--- src/hw/rtl/pvl_pkg.sv ---
// ----------------------------------------------------------------------------
// pvl_pkg
// Shared types and constants for the pot voltage to light level block.
// ----------------------------------------------------------------------------
package pvl_pkg;

  // configuration register indexes
  localparam logic [1:0] CFG_TOLERANCE = 2'd0;
  localparam logic [1:0] CFG_NEEDED    = 2'd1;
  localparam logic [1:0] CFG_WINDOW    = 2'd2;

  // configuration reset values
  localparam logic [11:0] TOLERANCE_RST = 12'd20;
  localparam logic [7:0]  NEEDED_RST    = 8'd5;
  localparam logic [7:0]  WINDOW_RST    = 8'd8;

  // arithmetic constants
  localparam logic [11:0] VOLT_CAP      = 12'd3230;
  localparam logic [11:0] VOLT_CAP_P1   = 12'd3231;
  localparam logic [9:0]  RES_SCALE     = 10'd1000;
  localparam logic [14:0] FULL_RES      = 15'd20000;
  localparam logic [15:0] LEVEL_SCALE   = 16'hFFFF;
  localparam logic [7:0]  LEVEL_MAX     = 8'd254;

  // divider runs, two quotient bits per cycle
  localparam int unsigned CNT_W = 4;
  localparam logic [CNT_W-1:0] AVG_DIV_CYCLES   = 4'd10;  // 20 quotient bits
  localparam logic [CNT_W-1:0] RES_DIV_CYCLES   = 4'd11;  // 22 quotient bits
  localparam logic [CNT_W-1:0] SCALE_DIV_CYCLES = 4'd8;   // 16 quotient bits
  localparam logic [CNT_W-1:0] SQRT_CYCLES      = 4'd4;   // 8 root bits

  typedef enum logic [1:0] {
    DIV_AVG,
    DIV_RES,
    DIV_SCALE
  } pvl_div_op_e;

  typedef struct packed {
    logic        load_in;
    logic        eval;
    logic        div_load;
    pvl_div_op_e div_op;
    logic        div_step;
    logic        cap_avg;
    logic        sqrt_load;
    logic        sqrt_step;
    logic        decide;
    logic        emit;
  } pvl_cmd_t;

  typedef struct packed {
    logic avg_due;
  } pvl_sts_t;

endpackage

--- src/hw/rtl/pot_voltage_to_light_level.sv ---
// ----------------------------------------------------------------------------
// pot_voltage_to_light_level
// Turns divider millivolt samples into light level updates, one word each.
// ----------------------------------------------------------------------------
// Each input word (sample_mv, current_level) yields exactly one output word.
// A sample that only refreshes the run count is emitted directly; the
// sample that closes an averaging window first runs the shared divider, at
// two quotient bits a cycle, for the average, the resistance and the level
// scaling, and then the square root. One word is in flight at a time; the
// output register lets the next word be accepted while a finished result
// waits for the sink. Configuration (index 0 tolerance_mv, 1 samples_needed,
// 2 averaging window) is always ready; the user must write it only while
// the block is idle, which the block itself does not enforce. Every
// REFRESH_PERIOD samples the accepted voltage drops to zero.
// ----------------------------------------------------------------------------
module pot_voltage_to_light_level import pvl_pkg::*; #(
  parameter int unsigned REFRESH_PERIOD = 4096
) (
  input  logic              clk_i,
  input  logic              rst_ni,
  // configuration write port
  input  logic              cfg_valid_i,
  output logic              cfg_ready_o,
  input  logic [1:0]        cfg_index_i,
  input  logic [11:0]       cfg_data_i,
  // input words
  input  logic              in_valid_i,
  output logic              in_stall_o,
  input  logic [11:0]       sample_mv_i,
  input  logic signed [8:0] current_level_i,
  // output words
  output logic              out_valid_o,
  input  logic              out_stall_i,
  output logic              level_changed_o,
  output logic [7:0]        new_level_o
);

  pvl_cmd_t cmd;
  pvl_sts_t sts;

  // registers take a write on any cycle
  assign cfg_ready_o = 1'b1;

  // sequencer: handshakes and step order
  pvl_ctrl u_ctrl (
    .clk_i       (clk_i),
    .rst_ni      (rst_ni),
    .in_valid_i  (in_valid_i),
    .in_stall_o  (in_stall_o),
    .out_valid_o (out_valid_o),
    .out_stall_i (out_stall_i),
    .sts_i       (sts),
    .cmd_o       (cmd)
  );

  // datapath: state, divider, root unit, output register
  pvl_dp #(
    .REFRESH_PERIOD (REFRESH_PERIOD)
  ) u_dp (
    .clk_i           (clk_i),
    .rst_ni          (rst_ni),
    .cfg_valid_i     (cfg_valid_i),
    .cfg_index_i     (cfg_index_i),
    .cfg_data_i      (cfg_data_i),
    .sample_mv_i     (sample_mv_i),
    .current_level_i (current_level_i),
    .cmd_i           (cmd),
    .sts_o           (sts),
    .level_changed_o (level_changed_o),
    .new_level_o     (new_level_o)
  );

endmodule

--- src/hw/rtl/pvl_ctrl.sv ---
// ----------------------------------------------------------------------------
// pvl_ctrl
// Sequencer: steps one word through update, divisions, root and decision.
// ----------------------------------------------------------------------------
module pvl_ctrl import pvl_pkg::*; (
  input  logic     clk_i,
  input  logic     rst_ni,
  input  logic     in_valid_i,
  output logic     in_stall_o,
  output logic     out_valid_o,
  input  logic     out_stall_i,
  input  pvl_sts_t sts_i,
  output pvl_cmd_t cmd_o
);

  typedef enum logic [3:0] {
    S_IDLE,
    S_EVAL,
    S_AVG_LD,
    S_AVG_RUN,
    S_CAP,
    S_RES_LD,
    S_RES_RUN,
    S_SCL_LD,
    S_SCL_RUN,
    S_SQ_LD,
    S_SQ_RUN,
    S_DECIDE,
    S_EMIT
  } state_e;

  state_e           state_q;
  logic [CNT_W-1:0] cnt_q;
  logic             out_valid_q;
  logic             last_step;

  assign last_step   = (cnt_q == CNT_W'(1));
  assign in_stall_o  = (state_q != S_IDLE);
  assign out_valid_o = out_valid_q;

  always_comb begin
    cmd_o        = '0;
    cmd_o.div_op = DIV_AVG;
    unique case (state_q) inside
      S_IDLE:    cmd_o.load_in = in_valid_i;
      S_EVAL:    cmd_o.eval = 1'b1;
      S_AVG_LD: begin
        cmd_o.div_load = 1'b1;
        cmd_o.div_op   = DIV_AVG;
      end
      S_RES_LD: begin
        cmd_o.div_load = 1'b1;
        cmd_o.div_op   = DIV_RES;
      end
      S_SCL_LD: begin
        cmd_o.div_load = 1'b1;
        cmd_o.div_op   = DIV_SCALE;
      end
      S_AVG_RUN, S_RES_RUN, S_SCL_RUN: cmd_o.div_step = 1'b1;
      S_CAP:     cmd_o.cap_avg = 1'b1;
      S_SQ_LD:   cmd_o.sqrt_load = 1'b1;
      S_SQ_RUN:  cmd_o.sqrt_step = 1'b1;
      S_DECIDE:  cmd_o.decide = 1'b1;
      S_EMIT:    cmd_o.emit = !out_valid_q || !out_stall_i;
      default:   cmd_o = '0;
    endcase
  end

  always_ff @(posedge clk_i or negedge rst_ni) begin
    if (!rst_ni) begin
      state_q     <= S_IDLE;
      cnt_q       <= '0;
      out_valid_q <= 1'b0;
    end else begin
      if (cmd_o.emit) begin
        out_valid_q <= 1'b1;
      end else if (!out_stall_i) begin
        out_valid_q <= 1'b0;
      end

      unique case (state_q)
        S_IDLE: begin
          if (in_valid_i) state_q <= S_EVAL;
        end
        S_EVAL: begin
          state_q <= sts_i.avg_due ? S_AVG_LD : S_EMIT;
        end
        S_AVG_LD: begin
          cnt_q   <= AVG_DIV_CYCLES;
          state_q <= S_AVG_RUN;
        end
        S_AVG_RUN: begin
          cnt_q <= cnt_q - 1'b1;
          if (last_step) state_q <= S_CAP;
        end
        S_CAP: begin
          state_q <= S_RES_LD;
        end
        S_RES_LD: begin
          cnt_q   <= RES_DIV_CYCLES;
          state_q <= S_RES_RUN;
        end
        S_RES_RUN: begin
          cnt_q <= cnt_q - 1'b1;
          if (last_step) state_q <= S_SCL_LD;
        end
        S_SCL_LD: begin
          cnt_q   <= SCALE_DIV_CYCLES;
          state_q <= S_SCL_RUN;
        end
        S_SCL_RUN: begin
          cnt_q <= cnt_q - 1'b1;
          if (last_step) state_q <= S_SQ_LD;
        end
        S_SQ_LD: begin
          cnt_q   <= SQRT_CYCLES;
          state_q <= S_SQ_RUN;
        end
        S_SQ_RUN: begin
          cnt_q <= cnt_q - 1'b1;
          if (last_step) state_q <= S_DECIDE;
        end
        S_DECIDE: begin
          state_q <= S_EMIT;
        end
        S_EMIT: begin
          if (cmd_o.emit) state_q <= S_IDLE;
        end
        default: state_q <= S_IDLE;
      endcase
    end
  end

endmodule

--- src/hw/rtl/pvl_dp.sv ---
// ----------------------------------------------------------------------------
// pvl_dp
// Datapath: config, run/average state, shared divider, root unit, result.
// ----------------------------------------------------------------------------
module pvl_dp import pvl_pkg::*; #(
  parameter int unsigned REFRESH_PERIOD = 4096
) (
  input  logic              clk_i,
  input  logic              rst_ni,
  input  logic              cfg_valid_i,
  input  logic [1:0]        cfg_index_i,
  input  logic [11:0]       cfg_data_i,
  input  logic [11:0]       sample_mv_i,
  input  logic signed [8:0] current_level_i,
  input  pvl_cmd_t          cmd_i,
  output pvl_sts_t          sts_o,
  output logic              level_changed_o,
  output logic [7:0]        new_level_o
);

  localparam int unsigned TICK_W = $clog2(REFRESH_PERIOD);
  localparam logic [TICK_W-1:0] TICK_LAST = TICK_W'(REFRESH_PERIOD - 1);

  typedef enum logic [1:0] {
    DIR_DOWN  = 2'd0,
    DIR_UP    = 2'd1,
    DIR_UNDEF = 2'd2
  } dir_e;

  // config
  logic [11:0] tol_q;
  logic [7:0]  needed_q, window_q;

  // item and running state
  logic [11:0]       sample_q;
  logic signed [8:0] cur_q;
  logic [11:0]       accepted_q;
  logic [7:0]        last_lvl_q;
  dir_e              dir_q;
  logic signed [9:0] count_q;
  logic [19:0]       sum_q;
  logic [TICK_W-1:0] tick_q;

  // shared divider and root unit
  logic [14:0] rem_q, dvs_q;
  logic [21:0] dvd_q, quo_q;
  logic [11:0] avg_q;
  logic [15:0] sq_x_q;
  logic [9:0]  sq_rem_q;
  logic [7:0]  sq_root_q;

  // result and output word
  logic       res_changed_q, out_changed_q;
  logic [7:0] res_level_q, out_level_q;

  // ---- per-sample update ----
  logic              refresh, quiet, averaging, avg_due;
  logic [11:0]       acc_eff, mag;
  logic [12:0]       diff, diff_neg;
  logic signed [9:0] cnt_inc, cnt_run, needed_s, window_s;
  logic [19:0]       sum_add;

  always_comb begin
    refresh   = (tick_q == TICK_LAST);
    acc_eff   = refresh ? '0 : accepted_q;
    diff      = {1'b0, sample_q} - {1'b0, acc_eff};
    diff_neg  = -diff;
    mag       = diff[12] ? diff_neg[11:0] : diff[11:0];
    quiet     = (mag < tol_q);
    needed_s  = signed'({2'b00, needed_q});
    window_s  = signed'({2'b00, window_q});
    cnt_inc   = count_q + 10'sd1;
    cnt_run   = (cnt_inc >= needed_s) ? -window_s : cnt_inc;
    averaging = (cnt_run < 10'sd0);
    avg_due   = !quiet && (cnt_run == -10'sd1);
    sum_add   = sum_q + 20'(sample_q);
  end

  assign sts_o.avg_due = avg_due;

  // ---- divider operands and steps ----
  logic [14:0] r_cap;
  logic [21:0] res_num;
  logic [30:0] scl_num;
  logic [14:0] st_rem;
  logic [21:0] st_dvd, st_quo;
  logic [15:0] st_part;

  always_comb begin
    r_cap   = (quo_q > 22'(FULL_RES)) ? FULL_RES : quo_q[14:0];
    res_num = 22'(avg_q) * 22'(RES_SCALE);
    scl_num = 31'(r_cap) * 31'(LEVEL_SCALE);
    st_rem  = rem_q;
    st_dvd  = dvd_q;
    st_quo  = quo_q;
    for (int i = 0; i < 2; i++) begin
      st_part = {st_rem, st_dvd[21]};
      st_dvd  = {st_dvd[20:0], 1'b0};
      if (st_part >= {1'b0, dvs_q}) begin
        st_rem = 15'(st_part - {1'b0, dvs_q});
        st_quo = {st_quo[20:0], 1'b1};
      end else begin
        st_rem = st_part[14:0];
        st_quo = {st_quo[20:0], 1'b0};
      end
    end
  end

  // ---- square root, two root bits per cycle ----
  logic [15:0] sq_x;
  logic [9:0]  sq_rem;
  logic [7:0]  sq_root;
  logic [11:0] sq_t, sq_tr;

  always_comb begin
    sq_x    = sq_x_q;
    sq_rem  = sq_rem_q;
    sq_root = sq_root_q;
    for (int i = 0; i < 2; i++) begin
      sq_t  = {sq_rem, sq_x[15:14]};
      sq_tr = {2'b00, sq_root, 2'b01};
      sq_x  = {sq_x[13:0], 2'b00};
      if (sq_t >= sq_tr) begin
        sq_rem  = 10'(sq_t - sq_tr);
        sq_root = {sq_root[6:0], 1'b1};
      end else begin
        sq_rem  = sq_t[9:0];
        sq_root = {sq_root[6:0], 1'b0};
      end
    end
  end

  // ---- decision ----
  logic [7:0]        lvl;
  logic signed [9:0] lvl_s, cur_s;
  logic              capped, follows, unknown, up, flip, issue;

  always_comb begin
    lvl     = (sq_root_q > LEVEL_MAX) ? LEVEL_MAX : sq_root_q;
    lvl_s   = signed'({2'b00, lvl});
    cur_s   = 10'(cur_q);
    capped  = (avg_q == VOLT_CAP);
    follows = (cur_s == signed'({2'b00, last_lvl_q}));
    unknown = (cur_s == -10'sd1);
    up      = (lvl_s > cur_s);
    flip    = ((dir_q == DIR_DOWN) && up) || ((dir_q == DIR_UP) && !up);
    issue   = (follows || unknown || flip) && (lvl_s != cur_s) && !capped;
  end

  // ---- control state ----
  always_ff @(posedge clk_i or negedge rst_ni) begin
    if (!rst_ni) begin
      tol_q      <= TOLERANCE_RST;
      needed_q   <= NEEDED_RST;
      window_q   <= WINDOW_RST;
      accepted_q <= '0;
      last_lvl_q <= '0;
      dir_q      <= DIR_UNDEF;
      count_q    <= '0;
      sum_q      <= '0;
      tick_q     <= '0;
    end else begin
      if (cfg_valid_i) begin
        unique case (cfg_index_i)
          CFG_TOLERANCE: tol_q    <= cfg_data_i;
          CFG_NEEDED:    needed_q <= cfg_data_i[7:0];
          CFG_WINDOW:    window_q <= cfg_data_i[7:0];
          default: ;
        endcase
      end

      if (cmd_i.eval) begin
        tick_q     <= refresh ? '0 : tick_q + 1'b1;
        accepted_q <= acc_eff;
        if (quiet) begin
          count_q <= '0;
          sum_q   <= '0;
          dir_q   <= DIR_UNDEF;
        end else begin
          count_q <= cnt_run;
          if (averaging) sum_q <= sum_add;
        end
      end

      if (cmd_i.decide) begin
        accepted_q <= avg_q;
        count_q    <= '0;
        sum_q      <= '0;
        if (issue) begin
          last_lvl_q <= lvl;
          dir_q      <= DIR_UNDEF;
        end else if (!(follows || unknown || flip)) begin
          dir_q <= up ? DIR_UP : DIR_DOWN;
        end
      end
    end
  end

  // ---- payload ----
  always_ff @(posedge clk_i) begin
    if (cmd_i.load_in) begin
      sample_q <= sample_mv_i;
      cur_q    <= current_level_i;
    end

    if (cmd_i.div_load) begin
      quo_q <= '0;
      unique case (cmd_i.div_op)
        DIV_AVG: begin
          rem_q <= '0;
          dvd_q <= {sum_q, 2'b00};
          dvs_q <= 15'(window_q);
        end
        DIV_RES: begin
          rem_q <= '0;
          dvd_q <= res_num;
          dvs_q <= 15'(VOLT_CAP_P1 - avg_q);
        end
        DIV_SCALE: begin
          rem_q <= scl_num[30:16];
          dvd_q <= {scl_num[15:0], 6'b000000};
          dvs_q <= FULL_RES;
        end
        default: begin
          rem_q <= '0;
          dvd_q <= '0;
          dvs_q <= FULL_RES;
        end
      endcase
    end else if (cmd_i.div_step) begin
      rem_q <= st_rem;
      dvd_q <= st_dvd;
      quo_q <= st_quo;
    end

    if (cmd_i.cap_avg) begin
      avg_q <= (quo_q >= 22'(VOLT_CAP)) ? VOLT_CAP : quo_q[11:0];
    end

    if (cmd_i.sqrt_load) begin
      sq_x_q    <= quo_q[15:0];
      sq_rem_q  <= '0;
      sq_root_q <= '0;
    end else if (cmd_i.sqrt_step) begin
      sq_x_q    <= sq_x;
      sq_rem_q  <= sq_rem;
      sq_root_q <= sq_root;
    end

    if (cmd_i.eval) begin
      res_changed_q <= 1'b0;
      res_level_q   <= '0;
    end else if (cmd_i.decide) begin
      res_changed_q <= issue;
      res_level_q   <= issue ? lvl : 8'd0;
    end

    if (cmd_i.emit) begin
      out_changed_q <= res_changed_q;
      out_level_q   <= res_level_q;
    end
  end

  assign level_changed_o = out_changed_q;
  assign new_level_o     = out_level_q;

endmodule

--- config.mk ---
export PLATFORM = sky130hd
export DESIGN_NAME = pot_voltage_to_light_level
export DESIGN_NICKNAME = d
export VERILOG_FILES = /design/src/hw/rtl/pvl_pkg.sv /design/src/hw/rtl/pot_voltage_to_light_level.sv /design/src/hw/rtl/pvl_ctrl.sv /design/src/hw/rtl/pvl_dp.sv
export SDC_FILE = /design/constraint.sdc
export NUM_CORES = 1
export LEC_CHECK = 0
export ABC_AREA = 1
export BUFFER_PORTS_ARGS = -buffer_cell sky130_fd_sc_hd__buf_2
export CORE_ASPECT_RATIO = 1.2
export CORE_MARGIN = 5
export CORE_UTILIZATION = 41
export DETAILED_ROUTE_END_ITERATION = 10
export GPL_TIMING_DRIVEN = 0
export HOLD_SLACK_MARGIN = 0.15
export PLACE_DENSITY = 0.52
export SLEW_MARGIN = 20
export SYNTH_ARGS = -nofsm -noshare
export SYNTH_HDL_FRONTEND = slang
export SYNTH_SLANG_ARGS = --single-unit
--- constraint.sdc ---
create_clock -name clk_i -period 9.51 [get_ports clk_i]
set_input_delay 1.902 -clock clk_i [delete_from_list [all_inputs] [get_ports clk_i]]
set_output_delay 1.902 -clock clk_i [all_outputs]
set_load 0.01 [all_outputs]
==> results.toml, run 1 <==
[route]
detailed_routing_wirelength_on_met1_mm = 27.4
drtPass1Iterations = 6
via_count = 19000
route.detailed.vias_per_inst = 5.20
detail_route.wl_per_cell_um = 17.3
highest_layer = "met4"
drc = 0
met3RoutedLength_mm = 2.01
first_iter_violations = 1148
dr_wl_met2_mm = 32.0
route.antenna.remaining_nets = 0
routed_wl_mm = 63.2

[placed_design]
place_congestion = 0.874
placedInstanceArea_um2 = 23700
port_buffers = 50
dpl.hpwl_mm = 52.0
dp_worst_setup_slack_ns = 1.16

[flow_run]
maximum_capacitance_violations = 0

[clocking]
cts_inserted_buffers = 29
clock_tree.buffer_depth = 3
clock_tree.htree_level_count = 1
cts.clk_slew.worst_paths_ns = 0.07
tritoncts = "done"
post_cts_hold_buffer_count = 0
cts_setup_buffers = 0
clock_tree.root_cell = "sky130_fd_sc_hd__clkbuf_16"
post_cts_resized = 0
sinks_on_clock_net = 257
clk_latency_ns = 0.59

[floorplan]
fp.dieW_um = 224
core-area_um2 = 54600
placementRows = 94
die-area_um2 = 59700
num_io_pins = 52
floorplan.initialDensity_pct = 41.3
die_y_um = 267

[yosys]
synth_edf_count = 107
ys_types = 69
ys_ff_latch = 257
netlist_area_um2 = 22500
async_reset_ff_share_pct = 39.3
synth_nets = 3235
ys_warn_count = 0
avgSynthCellArea_um2 = 7.95
yosysSeqAreaShare_pct = 29.9
synth_flop_cell = "sky130_fd_sc_hd__edfxtp_1"
post_synth_inst_count = 2832

[timing]
setup_tns_ns = 0
timing.final.setup_violations = 0
grt_setup_unrepaired = "false"
fin_ws_ns = 1.07
clock_skews_ns = 0.0230
report.final.hold_viol_count = 0
post-route-period-util_pct = 88.8
achievable_clock_frequency_ghz = 0.118
timing.slew.headroom_pct = 32.9
final-max-slew-violation-count = 0
period_minus_slack_ns = 8.44
worst_slew_pin_slew_ns = 1.00

[cells_and_area]
layout_commonest_cell = "sky130_fd_sc_hd__nand2_1"
final_nets = 3318
commonest_cells_after_routing_fill_and_taps_aside = "545 x sky130_fd_sc_hd__nand2_1, 478 x sky130_fd_sc_hd__inv_1, 265 x sky130_fd_sc_hd__ha_1"
finalInstanceArea_um2 = 24700
nFillCells = 5524
multi_input_comb_area_um2 = 13700
diodes = 0
regArea_um2 = 6730
area_delta_synth_final_pct = 9.91
drive_above_1_share_pct = 6.36

[worst_setup_path]
startpoint = "u_dp.quo_q[4]$_SDFFE_PN0P_"
cp_data_required_time_ns = 9.81
crit_path_frequent_cell = "sky130_fd_sc_hd__fa_1"
crit_path_start_kind = "flip-flop"
timing.critical_path.fanout_max = 10
r2r-start = "u_dp.quo_q[4]$_SDFFE_PN0P_"
crit_path_end_kind = "flip-flop"
criticalPathCategory = "reg -> reg"
crit_path_max_incr_delay_ns = 0.75
timing.critical_path.slowest_stage_cell = "sky130_fd_sc_hd__fa_1"
cp.arrival_ns = 8.75

[worst_hold_path]
hold_path_startpoint = "u_dp.res_level_q[7]$_SDFFE_PN0P_"
hold_class = "reg -> reg"

[global_route]
overflow = 0
grtUsageTotal_pct = 21.2
antenna_violations_before_repair = 0
vias_in_the_first_global_route = 19200
wire_length_of_the_first_global_routing_pass_mm = 103
grt_max_degree = 76

[status]
result_of_the_run = "complete, no violations"
==> registers in the layout, indices dropped and copies added, names as in the netlist, 9 cells and up <==
signal           flops
u_dp.quo_q          22
u_dp.dvd_q          20
u_dp.sum_q          20
u_dp.sq_x_q         16
u_dp.rem_q          15
u_dp.dvs_q          14
u_dp.accepted_q     12
u_dp.avg_q          12
u_dp.sample_q       12
u_dp.tick_q         12
u_dp.tol_q          12
u_dp.count_q        10
u_dp.sq_rem_q       10
u_dp.cur_q           9
==> kinds of logic after synthesis <==
kind of cell,synth area share [%]
flops,29.9
buf+inv,9.25
simple gates,19.2
other cells,0.0167
xor+xnor,4.51
compound gates,13.6
fa+ha+maj,23.4
==> stage by stage <==
| stage | cells | hold WS (ns) | utilization [%] |
|---|---|---|---|
| after global placement | 3602 | 0.414 | 43.4 |
| after floorplan | 2832 | 0.409 | - |
| after CTS | 3658 | 0.430 | 45.3 |
| after detailed placement | 3604 | 0.415 | 43.5 |
| after global routing | 3658 | 0.436 | 45.3 |
| final | 3658 | 0.430 | 45.3 |
==> worst max-delay path, delay by kind of cell (launching register included) <==
| family | cells | cell delay (ns) |
|---|---|---|
| simple gates | 7 | 1.06 |
| fa+ha+maj | 7 | 3.56 |
| flops | 1 | 0.30 |
| buf+inv | 7 | 1.55 |
| compound gates | 7 | 1.67 |
==> path summary, 6_finish.rpt <==
| path | end | slack, ns | depth (start not counted) |
|---|---|---|---|
| max | u_dp.rem_q[7]$_DFFE_PP_ | 1.07 | 28 |
| min | u_dp.new_level_o[7]$_DFFE_PP_ | 0.43 | 0 |
| max reg2reg | u_dp.rem_q[7]$_DFFE_PP_ | 1.07 | 28 |
| min reg2reg | u_dp.new_level_o[7]$_DFFE_PP_ | 0.43 | 0 |
| max in group asynchronous | u_dp.dir_q[1]$_DFF_PN1_ | 7.57 | 2 |
| min in group asynchronous | u_dp.sum_q[12]$_DFFE_PN0P_ | 1.20 | 1 |
==> cells in the mapped netlist (35+ instances only) <==
master,instances,area [µm²]
sky130_fd_sc_hd__nand2_1,545,2050
sky130_fd_sc_hd__ha_1,265,3320
sky130_fd_sc_hd__fa_1,98,1960
sky130_fd_sc_hd__dfxtp_1,49,981
sky130_fd_sc_hd__dfrtp_1,95,2380
sky130_fd_sc_hd__clkbuf_1,37,139
sky130_fd_sc_hd__inv_1,478,1790
sky130_fd_sc_hd__nor2_1,213,800
sky130_fd_sc_hd__o22ai_1,48,300
sky130_fd_sc_hd__a21oi_1,168,841
sky130_fd_sc_hd__edfxtp_1,107,3210
sky130_fd_sc_hd__nand3_1,112,561
sky130_fd_sc_hd__xnor2_1,35,307
sky130_fd_sc_hd__xor2_1,81,709
sky130_fd_sc_hd__nor3_1,35,175
sky130_fd_sc_hd__o21ai_0,211,1060
==> layout make-up <==
class / instances / area share [%]
Multi-Input combinational cell: 2031 / 55.4
Sequential cell: 257 / 27.2
Inverter: 492 / 7.46
Tap cell: 720 / 3.64
Clock buffer: 37 / 3.31
Timing Repair Buffer: 52 / 1.23
Buffer: 52 / 0.976
Clock inverter: 17 / 0.789
==> per-layer routing <==
| metal | track usage, % | up-vias |
|---|---|---|
| met5 | 0 | - |
| met3 | 1.95 | 80 |
| li1 | - | 9530 |
| met4 | 5.58 | 0 |
| met1 | 26.7 | 9097 |
| met2 | 38.9 | 310 |
Power of run 1 is left out: the tool's default activity adds up to more than one toggle a clock period on the data nets, which glitch-free logic cannot reach.
==> inputs of run 2 (changes only) <==
CELL_PAD_IN_SITES_DETAIL_PLACEMENT = 1   (was not set)
CELL_PAD_IN_SITES_GLOBAL_PLACEMENT = 1   (was not set)
PLACE_DENSITY = 0.66   (was 0.52)
==> run 2 against run 1 <==
Flip-flop and latch count did not move. Core utilization is essentially flat. Clock-buffer cell count decreased by 1. Worst setup slack improved by 0.28 ns. Die area is the same. Sequential share of layout area hardly changed. Clock skew is 0.0029 ns lower. Cell area rose by 0.10%. Fmax up 3.4%. Critical path type unchanged.
==> results.toml, run 2 (synthesis results as in run 1) <==
[cells_and_area]
nFillCells = 6717
layout.core_utilization_pct = 45.4
drive_above_1_share_pct = 6.29
regArea_um2 = 6730
final_nets = 3320
largest_register_ffs = 22
regMostFlops = "u_dp.quo_q"
commonest_cells_after_routing_fill_and_taps_aside = "545 x sky130_fd_sc_hd__nand2_1, 478 x sky130_fd_sc_hd__inv_1, 265 x sky130_fd_sc_hd__ha_1"
layout_commonest_cell = "sky130_fd_sc_hd__nand2_1"
diodes = 0
multi_input_comb_area_um2 = 13700
largest_registers = "u_dp.quo_q: 22 flops, u_dp.dvd_q: 20 flops, u_dp.sum_q: 20 flops"
area_delta_synth_final_pct = 10.0

[global_route]
antenna_violations_before_repair = 0
grtUsageTotal_pct = 23.1
overflow = 0
grt_max_degree = 69
wire_length_of_the_first_global_routing_pass_mm = 112
vias_in_the_first_global_route = 21100

[clocking]
sinks_on_clock_net = 257
clock_tree.root_cell = "sky130_fd_sc_hd__clkbuf_16"
cts_inserted_buffers = 30
post_cts_resized = 0
cts.clk_slew.worst_paths_ns = 0.06
cts_setup_buffers = 0
clock_tree.buffer_depth = 3
tritoncts = "done"
clock_tree.htree_level_count = 1
post_cts_hold_buffer_count = 0
clk_latency_ns = 0.60

[floorplan]
die-area_um2 = 59700
placementRows = 94
core-area_um2 = 54600
die_y_um = 267
floorplan.initialDensity_pct = 41.3
fp.dieW_um = 224
num_io_pins = 52

[route]
routed_wl_mm = 68.4
first_iter_violations = 925
via_count = 19300
drtPass1Iterations = 5
drc = 0
route.detailed.vias_per_inst = 5.26
detail_route.wl_per_cell_um = 18.7
route.antenna.remaining_nets = 0

[worst_setup_path]
crit_path_start_kind = "flip-flop"
crit_path_max_incr_delay_ns = 0.73
crit_path_end_kind = "flip-flop"
crit_path_frequent_cell = "sky130_fd_sc_hd__fa_1"
criticalPathCategory = "reg -> reg"
timing.critical_path.slowest_stage_cell = "sky130_fd_sc_hd__fa_1"
timing.critical_path.fanout_max = 10
cp_data_required_time_ns = 9.83
cp.arrival_ns = 8.49

[timing]
grt_setup_unrepaired = "false"
report.final.hold_viol_count = 0
timing.slew.headroom_pct = 30.6
clock_skews_ns = 0.0201
setup_tns_ns = 0
final-max-slew-violation-count = 0
post-route-period-util_pct = 85.8
timing.final.setup_violations = 0
period_minus_slack_ns = 8.16
worst_slew_pin_slew_ns = 1.04
achievable_clock_frequency_ghz = 0.123

[flow_run]
maximum_capacitance_violations = 0

[placed_design]
dpl.hpwl_mm = 56.4
place_congestion = 0.860
port_buffers = 50

[status]
result_of_the_run = "complete, no violations"

[worst_hold_path]
hold_class = "reg -> reg"
-- run 2: worst max-delay path, delay by kind of cell, from the launching register on --
family / cells / cell delay [ns]
AOI/OAI and AO/OA: 7 / 1.51
DFF: 1 / 0.33
and+or+nand+nor: 6 / 0.83
buffers and inverters: 8 / 1.64
adders and majority gates: 7 / 3.56
-- run 2: metal layers --
metal | track usage [%] | wire length, µm | part of all wire (%)
met3 | 2.11 | 1800 | 2.6
met5 | 0 | 0 | 0
met1 | 30.2 | 31000 | 45
met2 | 41.0 | 33500 | 49
met4 | 6.38 | 2040 | 3.0
-- run 2: stage by stage --
stage | hold WS [ns] | setup slack [ns] | area, µm² | cells
after detailed placement | 0.420 | 1.36 | 23800 | 3605
after global placement | 0.414 | 1.42 | 23700 | 3602
after CTS | 0.435 | 1.30 | 24800 | 3661
after floorplan | 0.409 | 2.92 | 22500 | 2832
final | 0.437 | 1.35 | 24800 | 3661
after global routing | 0.453 | 0.551 | 24800 | 3661
-- run 2: final cells by class --
type / instances / area share, %
repair buffers: 53 / 1.32
plain buffers: 52 / 0.970
clock inverters: 20 / 0.864
flip-flops and latches: 257 / 27.2
multi-input cells: 2031 / 55.3
well taps: 720 / 3.64
inverters: 492 / 7.45
clock buffers: 36 / 3.25
-- run 2: final timing paths --
kind	from	endpoint	slack [ns]	cells past startpoint
max in group asynchronous	rst_ni	u_dp.dir_q[1]$_DFF_PN1_	7.63	2
min	u_dp.res_level_q[4]$_SDFFE_PN0P_	u_dp.new_level_o[4]$_DFFE_PP_	0.44	0
min reg2reg	u_dp.res_level_q[4]$_SDFFE_PN0P_	u_dp.new_level_o[4]$_DFFE_PP_	0.44	0
min in group asynchronous	rst_ni	u_dp.needed_q[3]$_DFFE_PN0P_	1.18	1
max reg2reg	u_dp.quo_q[8]$_SDFFE_PN0P_	u_dp.rem_q[7]$_DFFE_PP_	1.35	28
max	u_dp.quo_q[8]$_SDFFE_PN0P_	u_dp.rem_q[7]$_DFFE_PP_	1.35	28
Power of run 2 is left out for the same reason.
==> inputs of run 3 (changes only) <==
PLACE_DENSITY = 0.67   (was 0.66)
SYNTH_HIERARCHICAL = 1   (was not set)
==> run 3 against run 2 <==
Synthesized cell count is 1.1% higher. Cell area grew 0.83%. Clock-buffer cell count up 5. Fmax down 4.6%. Flip-flop and latch count is the same. Core utilization up 0.084 points. Via count decreased by 0.17%. First-iteration DRC count down 26%. Critical path depth rose by 5.
==> results.toml, run 3 <==
[placed_design]
place_congestion = 0.859
port_buffers = 50
dp_worst_setup_slack_ns = 0.848
dpl.hpwl_mm = 55.3

[floorplan]
placementRows = 94
floorplan.initialDensity_pct = 41.4
fp.dieW_um = 225
die_y_um = 268
die-area_um2 = 60200
num_io_pins = 52
core-area_um2 = 54900

[yosys]
post_synth_inst_count = 2863
ys_warn_count = 6
yosysSeqAreaShare_pct = 29.6
synth_edf_count = 107
yosys.area.top_type = "sky130_fd_sc_hd__ha_1"
avgSynthCellArea_um2 = 7.94
netlist_area_um2 = 22700
synth_nets = 3266
ys_ff_latch = 257
netlist.area_leader.share_pct = 14.6
yosys.cell_count.top_type = "sky130_fd_sc_hd__nand2_1"
ys_types = 60
synth_common_cells = "612 x sky130_fd_sc_hd__nand2_1, 473 x sky130_fd_sc_hd__inv_1, 266 x sky130_fd_sc_hd__ha_1"
async_reset_ff_share_pct = 39.3
post_synth_main_area_contributors = "sky130_fd_sc_hd__ha_1 15%, sky130_fd_sc_hd__edfxtp_1 14%, sky130_fd_sc_hd__dfrtp_1 10%"
synth_flop_cell = "sky130_fd_sc_hd__edfxtp_1"

[route]
first_iter_violations = 688
routed_wl_mm = 67.1
route.antenna.remaining_nets = 0
via_count = 19200
drtPass1Iterations = 5
route.detailed.vias_per_inst = 5.21
detail_route.wl_per_cell_um = 18.2
drc = 0

[worst_setup_path]
timing.critical_path.slowest_stage_cell = "sky130_fd_sc_hd__fa_1"
startpoint = "u_dp/quo_q[15]$_SDFFE_PP0P_"
r2r-start = "u_dp/quo_q[15]$_SDFFE_PP0P_"
cp.arrival_ns = 8.88
crit_path_frequent_cell = "sky130_fd_sc_hd__inv_1"
crit_path_max_incr_delay_ns = 0.58
timing.critical_path.fanout_max = 10
crit_path_start_kind = "flip-flop"
criticalPathCategory = "reg -> reg"
crit_path_end_kind = "flip-flop"
cp_data_required_time_ns = 9.84

[cells_and_area]
regMostFlops = "u_dp/quo_q"
nFillCells = 6718
regArea_um2 = 6730
area_delta_synth_final_pct = 9.95
drive_above_1_share_pct = 7.40
final_nets = 3351
diodes = 0
largest_registers = "u_dp/quo_q: 22 flops, u_dp/dvd_q: 20 flops, u_dp/sum_q: 20 flops"
largest_register_ffs = 22
commonest_cells_after_routing_fill_and_taps_aside = "612 x sky130_fd_sc_hd__nand2_1, 473 x sky130_fd_sc_hd__inv_1, 266 x sky130_fd_sc_hd__ha_1"
multi_input_comb_area_um2 = 13900
layout_commonest_cell = "sky130_fd_sc_hd__nand2_1"

[timing]
timing.final.setup_violations = 0
worst_slew_pin_slew_ns = 1.02
final-max-slew-violation-count = 0
post-route-period-util_pct = 90.0
setup_tns_ns = 0
grt_setup_unrepaired = "false"
achievable_clock_frequency_ghz = 0.117
timing.slew.headroom_pct = 31.9
worst_hold_slack_ns = 0.430
report.final.hold_viol_count = 0
period_minus_slack_ns = 8.56
fin_ws_ns = 0.954
clock_skews_ns = 0.0193

[clocking]
cts_setup_buffers = 0
cts.clk_slew.worst_paths_ns = 0.06
tritoncts = "done"
clock_tree.root_cell = "sky130_fd_sc_hd__clkbuf_16"
clock_tree.htree_level_count = 1
post_cts_resized = 0
post_cts_hold_buffer_count = 0
cts_inserted_buffers = 31
clock_tree.buffer_depth = 3
sinks_on_clock_net = 257
clk_latency_ns = 0.59

[worst_hold_path]
hold_path_startpoint = "u_dp/res_level_q[2]$_SDFFE_PP0P_"
hold_class = "reg -> reg"

[status]
result_of_the_run = "complete, no violations"

[global_route]
overflow = 0
vias_in_the_first_global_route = 20900
antenna_violations_before_repair = 0
grtUsageTotal_pct = 22.3
grt_max_degree = 75
wire_length_of_the_first_global_routing_pass_mm = 110

[flow_run]
maximum_capacitance_violations = 0
[run 3: changes by cell type after synthesis, sizes merged, moves of 7 or more]
| cell | delta |
|---|---|
| a21boi | +10 |
| a21o | +13 |
| a21oi | -7 |
| a31oi | -8 |
| buf | +9 |
| nand2 | +73 |
| nand3 | +36 |
| nand4 | -7 |
| nor2 | -40 |
| nor3 | -8 |
| o21ai | -31 |
| or2 | +7 |
[run 3: cell type report]
type	count	area share [%]
Clock buffer	41	3.59
Tap cell	720	3.61
Timing Repair Buffer	52	1.22
Buffer	60	1.27
Inverter	486	7.30
Multi-Input combinational cell	2060	55.5
Clock inverter	16	0.591
Sequential cell	257	26.9
[run 3: path summary, 6_finish.rpt]
| path | endpoint | slack (ns) | cells after the start |
|---|---|---|---|
| setup / recovery | u_dp/rem_q[8]$_DFFE_PP_ | 0.95 | 33 |
| hold / removal | u_dp/new_level_o[2]$_DFFE_PP_ | 0.43 | 0 |
| setup reg to reg | u_dp/rem_q[8]$_DFFE_PP_ | 0.95 | 33 |
| hold reg to reg | u_dp/new_level_o[2]$_DFFE_PP_ | 0.43 | 0 |
| max in group asynchronous | u_dp/dir_q[1]$_DFF_PN1_ | 7.59 | 2 |
| min in group asynchronous | u_dp/tol_q[10]$_DFFE_PN0P_ | 1.20 | 1 |
[run 3: cells by family (layout without fill, tap and decap cells)]
group	after synthesis	in the layout	share of synthesized area, %
XOR/XNOR	113	113	4.36
buffers and inverters	546	655	9.42
AND/OR/NAND/NOR	1066	1066	20.4
other	1	1	0.0165
adder cells (fa/ha/maj)	364	364	23.2
flip-flops	257	257	29.6
AO/OA/AOI/OAI	516	516	13.0
[run 3: per-stage QoR]
| stage | std cells | utilization (%) | instance area, µm² |
|---|---|---|---|
| 2_1_floorplan | 2863 | - | 22700 |
| 3_3_place_gp | 3633 | 43.5 | 23900 |
| 3_5_place_dp | 3635 | 43.6 | 23900 |
| 4_1_cts | 3692 | 45.5 | 25000 |
| 5_1_grt | 3692 | 45.5 | 25000 |
| 6_report | 3692 | 45.5 | 25000 |
[run 3: per-layer routing]
| layer | track usage, % | vias to the layer above | part of all wire [%] |
|---|---|---|---|
| met5 | 0 | - | 0 |
| met4 | 5.70 | 0 | 2.7 |
| met3 | 2.17 | 88 | 2.8 |
| met2 | 41.4 | 202 | 51 |
| met1 | 27.6 | 9398 | 44 |
| li1 | - | 9548 | - |
[run 3: critical path, delay by kind of cell (launching register included)]
family	cells	cell delay (ns)
simple gates	13	2.61
xor+xnor	1	0.21
compound gates	3	0.63
flops	1	0.30
buf+inv	10	1.49
fa+ha+maj	6	3.04
Power of run 3 is left out for the same reason.
